[config.mk]
export PLATFORM = sky130hd
export DESIGN_NAME = sbs_fifo
export DESIGN_NICKNAME = d
export VERILOG_FILES = /design/src/design/sbs_pkg.sv /design/src/design/sbs_fifo.sv
export SDC_FILE = /design/constraint.sdc
export NUM_CORES = 1
export LEC_CHECK = 0
export ABC_CLOCK_PERIOD_IN_PS = 5400
export BUFFER_PORTS_ARGS = -buffer_cell sky130_fd_sc_hd__buf_2
export CAP_MARGIN = 10
export CORE_ASPECT_RATIO = 0.7
export CORE_MARGIN = 10
export CORE_UTILIZATION = 45
export CTS_BUF_LIST = sky130_fd_sc_hd__clkbuf_2
export CTS_CLUSTER_DIAMETER = 150
export CTS_CLUSTER_SIZE = 16
export DETAILED_ROUTE_END_ITERATION = 10
export PLACE_DENSITY_LB_ADDON = 0.3
export SKIP_LAST_GASP = 1
export SLEW_MARGIN = 20
export SYNTH_ARGS = -nofsm -noshare
export SYNTH_HDL_FRONTEND = slang
export SYNTH_SLANG_ARGS = --single-unit
[constraint.sdc]
create_clock -name clk -period 5.4 [get_ports clk]
set_input_delay 0 -clock clk [delete_from_list [all_inputs] [get_ports clk]]
set_output_delay 0 -clock clk [all_outputs]
set_load 0.01 [all_outputs]
[src/design/sbs_pkg.sv]
package sbs_pkg;

	localparam int CB       = 13;
	localparam int SCORE_W  = 14;
	localparam int KEEP_W   = 6;
	localparam int AREA_W   = 2 * CB;
	localparam int Q_DEPTH  = 4;

	localparam int MAX_CANDIDATES_DEF = 256;
	localparam int MAX_KEPT_DEF       = 48;

	localparam logic [KEEP_W-1:0]  KEEP_LIMIT_RST = 6'd48;
	localparam logic [SCORE_W-1:0] WEAK_SCORE     = 14'd4000;
	localparam int                 STRONG_MIN     = 10;
	localparam logic [CB-1:0]      ROW_TOL_MIN    = 13'd12;

	typedef struct packed {
		logic [CB-1:0]      box_x;
		logic [CB-1:0]      box_y;
		logic [CB-1:0]      box_width;
		logic [CB-1:0]      box_height;
		logic [SCORE_W-1:0] box_score;
		logic               is_strong;
		logic               last_box;
	} cand_t;

	typedef struct packed {
		logic [CB-1:0] out_x;
		logic [CB-1:0] out_y;
		logic [CB-1:0] out_width;
		logic [CB-1:0] out_height;
		logic          out_last;
		logic          overflowed;
	} kept_t;

	// one stored candidate, with area and weak flag worked out up front
	typedef struct packed {
		logic [CB-1:0]      x;
		logic [CB-1:0]      y;
		logic [CB-1:0]      w;
		logic [CB-1:0]      h;
		logic [SCORE_W-1:0] score;
		logic               low_score;
		logic [AREA_W-1:0]  area;
	} rec_t;

	typedef struct packed {
		rec_t rec;
		logic is_strong;
		logic last;
	} qitem_t;

	typedef struct packed {
		logic   push;
		qitem_t item;
	} qwr_t;

endpackage

[src/design/sbs_fifo.sv]
module sbs_fifo #(
	parameter int DEPTH = sbs_pkg::Q_DEPTH
) (
	input  logic            clk,
	input  logic            arst_n,
	input  sbs_pkg::qwr_t   q_wr,
	output logic            q_full,
	output logic            q_valid,
	input  logic            q_pop,
	output sbs_pkg::qitem_t q_item
);
	import sbs_pkg::*;

	localparam int AW = (DEPTH > 1) ? $clog2(DEPTH) : 1;
	localparam int CW = $clog2(DEPTH + 1);

	qitem_t        mem_q [DEPTH];
	logic [AW-1:0] wp_q, rp_q;
	logic [CW-1:0] cnt_q;
	logic          do_wr, do_rd;

	assign q_full  = cnt_q == CW'(DEPTH);
	assign q_valid = cnt_q != '0;
	assign q_item  = mem_q[rp_q];
	assign do_wr   = q_wr.push && !q_full;
	assign do_rd   = q_pop && q_valid;

	always_ff @(posedge clk or negedge arst_n) begin
		if (!arst_n) begin
			wp_q  <= '0;
			rp_q  <= '0;
			cnt_q <= '0;
		end else begin
			if (do_wr) begin
				wp_q <= (wp_q == AW'(DEPTH - 1)) ? '0 : wp_q + 1'b1;
			end
			if (do_rd) begin
				rp_q <= (rp_q == AW'(DEPTH - 1)) ? '0 : rp_q + 1'b1;
			end
			if (do_wr && !do_rd) begin
				cnt_q <= cnt_q + 1'b1;
			end else if (do_rd && !do_wr) begin
				cnt_q <= cnt_q - 1'b1;
			end
		end
	end

	always_ff @(posedge clk) begin
		if (do_wr) begin
			mem_q[wp_q] <= q_wr.item;
		end
	end

endmodule

==> flow_summary.yaml <==
setup_path:
  crit_buf_inv: 2
  critPathCaptureType: "output port"
  arrival_ns: 3.35
  max_stage_delay_ns: 1.11
  crit_fanout: 55
  crit_required_ns: 5.40
  crit_start: "rp_q[0]$_DFFE_PN0P_"
  path_delay_family: "flip-flops"
  critPathSlowestCell: "dfrtp_4"
  timing.rr.start: "cnt_q[2]$_DFFE_PN0P_"
  cp-start-kind: "register"
  crit_chain: "buf_12 -> mux4_2 -> buf_2"
  path_class: "reg -> out"
cells_and_area:
  layout-drive-gt1-share_pct: 36.7
  finalInstanceArea_um2: 17800
  nNetsFinal: 1046
  utilization_pct: 57.1
  final-instance-count-excl-fill: 1373
  area_growth_pct: 25.5
logic_synthesis:
  ys_seq_area_share_pct: 81.9
  ys_warn_count: 0
  synth_area_leaders: "edfxtp_1, mux4_2, dfrtp_1, ha_1, mux2_2"
  ys_seq_elements: 387
  syn_area_um2: 14100
  syn_inst: 534
  synth_area_per_cell_um2: 26.5
  synth_nets: 640
  yosys.area.top_type: "edfxtp_1"
  netlist-cell-type-count: 21
  synth_top_area_share_pct: 80.7
grt:
  top_usage_layer: "met2"
  use_met3_pct: 3.76
  grt_overflow: 0
  grt_max_degree: 61
  grt_pass1_vias: 7690
  grt_use_met2_pct: 25.0
  grt_pass1_wl_um: 45000
  gr-usage-all-layers_pct: 14.7
  antenna_found_initial: 3
  met1_usage_pct: 19.0
floorplan:
  die_area_um2: 39000
  die_height_um: 168
  chipWidth_um: 232
  core.rowCount: 54
  initial_utilization_pct: 45.5
  ios: 196
  coreArea_um2: 31100
cts:
  cts_resized: 0
  cts_tree: "done"
  cts_buffers: 28
  path_clk_slew_ns: 0.29
  cts_max_path_buffers: 3
  cts_hold_buf: 196
  cts_max_level: 1
  cts_setup_buffers: 0
  insertion_delay_ns: 0.91
  cts_root_buf: "clkbuf_2"
  clock-sinks: 387
placed_design:
  dpl_cell_area_um2: 15600
  gp_congestion: 0.715
  hpwl_um: 17200
  pre_cts_ws_ns: 2.53
  dp.cells: 1134
  port_buffers: 195
sta:
  skew_ns: 0.0765
  fin_crit_sh_pct: 62.0
  min_period_ns: 3.35
  hold_viol: 0
  worst_slack_ns: 2.05
  tightest_slew_ns: 0.976
  slew_viol_final: 0
  fmax_mhz: 298
  grt_setup_unrepaired: "false"
  tns_ns: 0
  setup_viol: 0
  slew_headroom_pct: 34.8
job:
  maxCapViolCount: 0
drt:
  via_per_inst: 5.02
  first_pass_iters: 5
  drc: 0
  wl_per_cell_um: 21.0
  drtIter0Drc: 565
  wl_um: 28900
  vias: 6891
  ant_nets: 0
power_and_ir_drop:
  power.density_nw_per_um2: 446
  max-vdd-ir-drop_uv: 292
  p_leak_nw: 6.08
hold_path:
  hp-start: "q_wr[95]"
  hold_class: "in -> reg"
outcome:
  status: "finished clean"
==> cell usage after synthesis <==
| cell type | instances |
|---|---|
| buf_6 | 2 |
| dfrtp_1 | 7 |
| nor3b_2 | 1 |
| nor2_1 | 4 |
| inv_1 | 3 |
| xnor2_1 | 1 |
| mux4_2 | 95 |
| fa_1 | 1 |
| edfxtp_1 | 380 |
| buf_12 | 1 |
| or3_1 | 1 |
| and2_1 | 3 |
| buf_4 | 5 |
| clkbuf_1 | 4 |
| ha_1 | 6 |
| nand2_1 | 2 |
| xor2_1 | 2 |
| mux2_2 | 5 |
| buf_2 | 8 |
| nor2b_1 | 1 |
| buf_8 | 2 |
==> placed cells by master (no fill, tap or decap), drive strengths merged <==
cell type    Yosys  layout
mux2             5       5
xnor2            1       1
nand2            2       2
xor2             2       2
nor2b            1       1
buf             18     202
edfxtp         380     380
ha               6       6
nor3b            1       1
dfrtp            7       7
inv              3       3
mux4            95      95
diode            0       3
clkbuf           4      39
clkinv           0       1
and2             3       3
nor2             4       4
fa               1       1
or3              1       1
dlygate4sd3      0     196
==> flip-flops by register name (all words and copies together) (netlist names) <==
| signal | flops |
|---|---|
| rp_q | 2 |
| mem_q | 380 |
| wp_q | 2 |
| cnt_q | 3 |
==> per-stage QoR <==
stage | total power, mW | hold slack, ns
4_1_cts | 8.06 | 0.0329
3_3_place_gp | 6.88 | -0.159
5_1_grt | 8.38 | 0.0729
3_5_place_dp | 6.95 | -0.148
6_report | 7.91 | 0.201
2_1_floorplan | 5.97 | -0.296
==> where the power goes <==
group	total (mW)	switching (mW)	internal, mW
clock	1.01	0.824	0.190
combinational	2.65	1.38	1.28
sequential	4.25	0.294	3.96
==> area by class of cell <==
cell class | count | area [µm²]
timing repair buffer | 398 | 3000
clock buffer | 39 | 195
fill | 2316 | 13300
antenna | 3 | 7.51
multi-input combinational | 122 | 2400
inverter | 3 | 11.3
clock inverter | 1 | 16.3
tap | 420 | 526
sequential | 387 | 11600
==> cell families (layout without fill, tap and decap cells) <==
family | count (synthesis) | in the layout | share of synthesized area (%)
xor gates and xnor gates | 3 | 3 | 0.186
adders and majority gates | 7 | 7 | 0.672
DFF | 387 | 387 | 81.9
muxes | 100 | 100 | 15.5
buffers and inverters | 25 | 441 | 1.25
other | 0 | 3 | 0
and+or+nand+nor | 12 | 12 | 0.469
==> path summary, 6_finish.rpt <==
check / endpoint / slack, ns / depth (start not counted)
min: wp_q[1]$_DFFE_PN0P_ / 0.20 / 4
max in group asynchronous: rp_q[1]$_DFFE_PN0P_ / 4.62 / 4
min in group asynchronous: cnt_q[1]$_DFFE_PN0P_ / 0.51 / 4
max: q_item[0] / 2.05 / 3
min reg2reg: cnt_q[2]$_DFFE_PN0P_ / 0.54 / 1
max reg2reg: mem_q[1][34]$_DFFE_PP_ / 2.52 / 4
==> worst register-to-register path, stage by stage, from the launching register on <==
cell and delay [ns]:
dfrtp_1 0.48, nor3b_2 0.20, nor2b_1 0.37, and2_4 0.87, buf_4 0.60
==> metal layers <==
layer  up-vias  part of all wire [%]
met1      3573                    41
met3        35                   6.4
met5         -                     0
li1       3101                     -
met2       182                    51
met4         0                   1.5
Power figures use the tool's default switching activity.
