### src/design/sbs_pkg.sv
package sbs_pkg;

	localparam int CB       = 13;
	localparam int SCORE_W  = 14;
	localparam int KEEP_W   = 6;
	localparam int AREA_W   = 2 * CB;
	localparam int Q_DEPTH  = 4;

	localparam int MAX_CANDIDATES_DEF = 256;
	localparam int MAX_KEPT_DEF       = 48;

	localparam logic [KEEP_W-1:0]  KEEP_LIMIT_RST = 6'd48;
	localparam logic [SCORE_W-1:0] WEAK_SCORE     = 14'd4000;
	localparam int                 STRONG_MIN     = 10;
	localparam logic [CB-1:0]      ROW_TOL_MIN    = 13'd12;

	typedef struct packed {
		logic [CB-1:0]      box_x;
		logic [CB-1:0]      box_y;
		logic [CB-1:0]      box_width;
		logic [CB-1:0]      box_height;
		logic [SCORE_W-1:0] box_score;
		logic               is_strong;
		logic               last_box;
	} cand_t;

	typedef struct packed {
		logic [CB-1:0] out_x;
		logic [CB-1:0] out_y;
		logic [CB-1:0] out_width;
		logic [CB-1:0] out_height;
		logic          out_last;
		logic          overflowed;
	} kept_t;

	// one stored candidate, with area and weak flag worked out up front
	typedef struct packed {
		logic [CB-1:0]      x;
		logic [CB-1:0]      y;
		logic [CB-1:0]      w;
		logic [CB-1:0]      h;
		logic [SCORE_W-1:0] score;
		logic               low_score;
		logic [AREA_W-1:0]  area;
	} rec_t;

	typedef struct packed {
		rec_t rec;
		logic is_strong;
		logic last;
	} qitem_t;

	typedef struct packed {
		logic   push;
		qitem_t item;
	} qwr_t;

endpackage

### src/design/sbs_front.sv
module sbs_front (
	input  logic           clk,
	input  logic           arst_n,
	input  logic           push,
	output logic           full,
	input  sbs_pkg::cand_t cand,
	input  logic           q_full,
	output sbs_pkg::qwr_t  q_wr
);
	import sbs_pkg::*;

	logic   v_s1;
	qitem_t item_s1;
	logic   take;

	assign full      = v_s1 && q_full;
	assign take      = push && !full;
	assign q_wr.push = v_s1 && !q_full;
	assign q_wr.item = item_s1;

	always_ff @(posedge clk or negedge arst_n) begin
		if (!arst_n) begin
			v_s1 <= 1'b0;
		end else if (take) begin
			v_s1 <= 1'b1;
		end else if (q_wr.push) begin
			v_s1 <= 1'b0;
		end
	end

	always_ff @(posedge clk) begin
		if (take) begin
			item_s1.rec.x         <= cand.box_x;
			item_s1.rec.y         <= cand.box_y;
			item_s1.rec.w         <= cand.box_width;
			item_s1.rec.h         <= cand.box_height;
			item_s1.rec.score     <= cand.box_score;
			item_s1.rec.low_score <= cand.box_score < WEAK_SCORE;
			item_s1.rec.area      <= AREA_W'(cand.box_width) * AREA_W'(cand.box_height);
			item_s1.is_strong     <= cand.is_strong;
			item_s1.last          <= cand.last_box;
		end
	end

endmodule

### config.mk
export PLATFORM = sky130hd
export DESIGN_NAME = sbs_front
export DESIGN_NICKNAME = d
export VERILOG_FILES = /design/src/design/sbs_pkg.sv /design/src/design/sbs_front.sv
export SDC_FILE = /design/constraint.sdc
export NUM_CORES = 1
export LEC_CHECK = 0
export ABC_CLOCK_PERIOD_IN_PS = 15620
export BUFFER_PORTS_ARGS = -buffer_cell sky130_fd_sc_hd__buf_2
export CAP_MARGIN = 20
export CORE_MARGIN = 4
export CORE_UTILIZATION = 49
export DETAILED_ROUTE_END_ITERATION = 10
export GPL_ROUTABILITY_DRIVEN = 0
export MAX_ROUTING_LAYER = met4
export PLACE_DENSITY = 0.77
export SLEW_MARGIN = 5
export SYNTH_ARGS = -nofsm -noshare
export SYNTH_HDL_FRONTEND = slang
export SYNTH_SLANG_ARGS = --single-unit
### constraint.sdc
create_clock -name clk -period 15.62 [get_ports clk]
set_input_delay 3.124 -clock clk [delete_from_list [all_inputs] [get_ports clk]]
set_output_delay 3.124 -clock clk [all_outputs]
set_load 0.01 [all_outputs]
==> results.py <==
metrics = {
    "outcome": {
        "run_status": "complete, no violations",
    },
    "grt": {
        "overflow": 0,
        "grt_pass1_wl_mm": 29.9,
        "grtUsageTotal_pct": 19.5,
        "antenna_found_initial": 0,
        "grt_max_degree": 57,
        "grt_pass1_vias": 6152,
    },
    "floorplanning": {
        "coreArea_um2": 17200,
        "ioPinCount": 169,
        "die_h_um": 140,
        "rows": 48,
        "die_w_um": 140,
        "dieArea_um2": 19700,
        "start_util_pct": 49.7,
    },
    "power_and_ir_drop": {
        "finalPower_mw": 1.77,
        "switchingPower_mw": 0.766,
        "seqPwrFrac_pct": 22.0,
        "combPwrFrac_pct": 63.7,
        "power.internal_mw": 1.00,
        "switching_share_pct": 43.4,
        "vdd_drop_max_mv": 0.148,
        "power.share.clock_pct": 14.3,
        "power_density_nw_per_um2": 178,
        "p_leak_nw": 4.85,
    },
    "yosys": {
        "synthTopCellsByArea": "edfxtp_1, fa_1, ha_1",
        "synth_nets": 1046,
        "synth_edf_count": 95,
        "synthDistinctLibCells": 42,
        "yosysMostFrequentCell": "inv_1",
        "synth_area_leader_cell": "edfxtp_1",
        "synth_cells": 782,
        "ys_ff_latch": 96,
        "synth_ff_type": "edfxtp_1",
        "synth_area_um2": 8570,
        "synth_seq_area_share_pct": 33.6,
        "avgSynthCellArea_um2": 11.0,
        "synth_common_cells": "inv_1, fa_1, nand2_1, edfxtp_1, and2_1",
        "async_reset_ff_share_pct": 1.04,
        "yosys_warnings": 0,
        "synth_top_area_share_pct": 33.3,
    },
    "setup_path": {
        "worstPathArrival_ns": 7.86,
        "critPathKind": "in -> reg",
        "path_max_fanout": 14,
        "critPathLaunch": "cand[37]",
        "worstPathRequired_ns": 15.71,
        "cp_cell_sequence": "buf_2, and2_1, fa_1, inv_1, fa_1, inv_1, fa_1, fa_1, inv_1, fa_1, inv_1, ha_1, a21o_1, a2111o_1, a21o_1, nand3_1, o21ai_1, xor2_1",
        "start_kind": "input pin",
        "max_stage_delay_ns": 0.53,
        "r2r_slack_ns": 14.00,
        "worst_path_most_repeated_cell": "fa_1",
        "worstSetupEndpointType": "flip-flop",
        "crit_slowest_cell": "fa_1",
        "r2r_start": "v_s1$_DFFE_PN0P_",
        "reg2reg_to": "q_wr[3]$_DFFE_PP_",
        "reg2reg_depth": 3,
    },
    "clock_tree": {
        "cts-resized-gates": 0,
        "cts.sinks": 96,
        "post_cts.repair.setup_buffers": 0,
        "clkTransAtPathRegs_ns": 0.07,
        "clockBufferDepth": 2,
        "cts_tree": "done",
        "ctsHoldBuffers": 0,
        "cts.htree.levels": 3,
        "cts-buffers-inserted": 9,
        "clk_latency_ns": 0.34,
        "cts-root-buf": "clkbuf_16",
    },
    "route": {
        "viasPerCell": 5.09,
        "postRouteAntennaNets": 0,
        "wirelength_mm": 17.7,
        "wl_per_cell_um": 15.2,
        "drtIter0Drc": 319,
        "vias": 5913,
        "drc": 0,
        "dr.pass1.iters": 5,
    },
    "final_layout": {
        "syn2layout_area_growth_pct": 16.0,
        "seq_area_um2": 2880,
        "drive_gt1_share_pct": 20.6,
        "fillers": 1416,
        "multiInputGateArea_um2": 4940,
        "diodes": 0,
        "nets": 1197,
    },
    "timing": {
        "finalHoldViolations": 0,
        "fin_crit_sh_pct": 49.8,
        "fin_skew_ns": 0.00591,
        "slew_viol_final": 0,
        "rsz0062_at_grt": "false",
        "setup_viol": 0,
        "worst_pin_slew_ns": 0.679,
        "slew_headroom_pct": 54.7,
        "fmax_mhz": 129,
        "fin_tns_setup_ns": 0,
        "min_period_ns": 7.78,
    },
    "worst_hold_path": {
        "worstHoldStart": "v_s1$_DFFE_PN0P_",
        "hold_path_class": "reg -> reg",
        "hold_end": "v_s1$_DFFE_PN0P_",
        "holdPathStages": 2,
    },
    "run": {
        "cap_violations": 0,
    },
    "placed_design": {
        "hpwl_mm": 14.2,
        "io_buffers": 168,
    },
}
[worst max path at each step]
stage / endpoint / cells past startpoint
final: q_wr[22]$_DFFE_PP_ / 18
after global routing: q_wr[22]$_DFFE_PP_ / 17
after CTS: q_wr[22]$_DFFE_PP_ / 18
after detailed placement: q_wr[22]$_DFFE_PP_ / 18
after global placement: q_wr[22]$_DFFE_PP_ / 18
after floorplan: q_wr[0]$_DFFE_PP_ / 2
[cells in the final DEF, fill, tap and decap left out, types with 3 or more instances in the layout]
| cell | instances |
|---|---|
| a21o_1 | 9 |
| a21oi_1 | 16 |
| and2_1 | 76 |
| buf_2 | 168 |
| bufinv_16 | 3 |
| clkbuf_16 | 9 |
| edfxtp_1 | 95 |
| fa_1 | 121 |
| ha_1 | 71 |
| inv_1 | 170 |
| nand2_1 | 104 |
| nand3_1 | 5 |
| nand4_1 | 5 |
| nor2_1 | 13 |
| nor3_1 | 3 |
| o21a_1 | 5 |
| o21ai_0 | 7 |
| o21bai_1 | 3 |
| xnor2_1 | 13 |
| xor2_1 | 8 |
[power groups by stage]
stage / Sequential (mW) / Clock [mW] / Combinational, mW
6_report: 0.388 / 0.253 / 1.13
5_1_grt: 0.392 / 0.272 / 1.29
4_1_cts: 0.389 / 0.261 / 1.15
3_5_place_dp: 0.394 / 0 / 1.15
3_3_place_gp: 0.394 / 0 / 1.12
2_1_floorplan: 0.419 / 0 / 0.847
[cells by family (layout without fill, tap and decap cells)]
family / count (synthesis) / after routing / share of synthesized area [%]
AO/OA/AOI/OAI: 60 / 60 / 4.81
flip-flops: 96 / 96 / 33.6
XOR/XNOR: 21 / 21 / 2.15
adder cells (fa/ha/maj): 192 / 192 / 38.6
buffers and inverters: 200 / 355 / 8.79
AND/OR/NAND/NOR: 213 / 213 / 12.0
[registers in the layout (all words and copies together) (netlist names)]
name,flops
q_wr,95
v_s1,1
[cell type report]
type                    count  area share [%]
clock buffers               9            2.27
clock inverters             6            1.16
inverters                 170            6.42
multi-input cells         486            49.7
flip-flops and latches     96            29.0
well taps                 225            2.83
repair buffers            170            8.61
[critical path, delay by kind of cell]
| family | cells | cell delay [ns] |
|---|---|---|
| compound gates | 4 | 0.88 |
| xor+xnor | 1 | 0.17 |
| fa+ha+maj | 6 | 2.92 |
| buf+inv | 5 | 0.39 |
| simple gates | 2 | 0.37 |
[metrics by stage]
stage | cell area (µm²) | setup WS, ns | hold slack [ns] | utilization (%) | std cells
2_1_floorplan | 8570 | 7.52 | 0.649 | - | 782
3_3_place_gp | 9600 | 7.54 | 0.672 | 55.7 | 1147
3_5_place_dp | 9600 | 7.46 | 0.681 | 55.7 | 1147
4_1_cts | 9940 | 7.83 | 0.696 | 57.7 | 1162
5_1_grt | 9940 | 7.58 | 0.762 | 57.7 | 1162
6_report | 9940 | 7.84 | 0.690 | 57.7 | 1162
[metal layers]
| layer | wire length (µm) | share of wire (%) | track usage, % | vias up |
|---|---|---|---|---|
| met5 | 0 | 0 | - | - |
| met4 | 371 | 2.1 | 5.76 | 0 |
| met3 | 1310 | 7.4 | 3.55 | 27 |
| met2 | 9190 | 52 | 33.0 | 221 |
| met1 | 6840 | 39 | 24.0 | 2935 |
| li1 | - | - | - | 2730 |
Power figures use the tool's default switching activity.
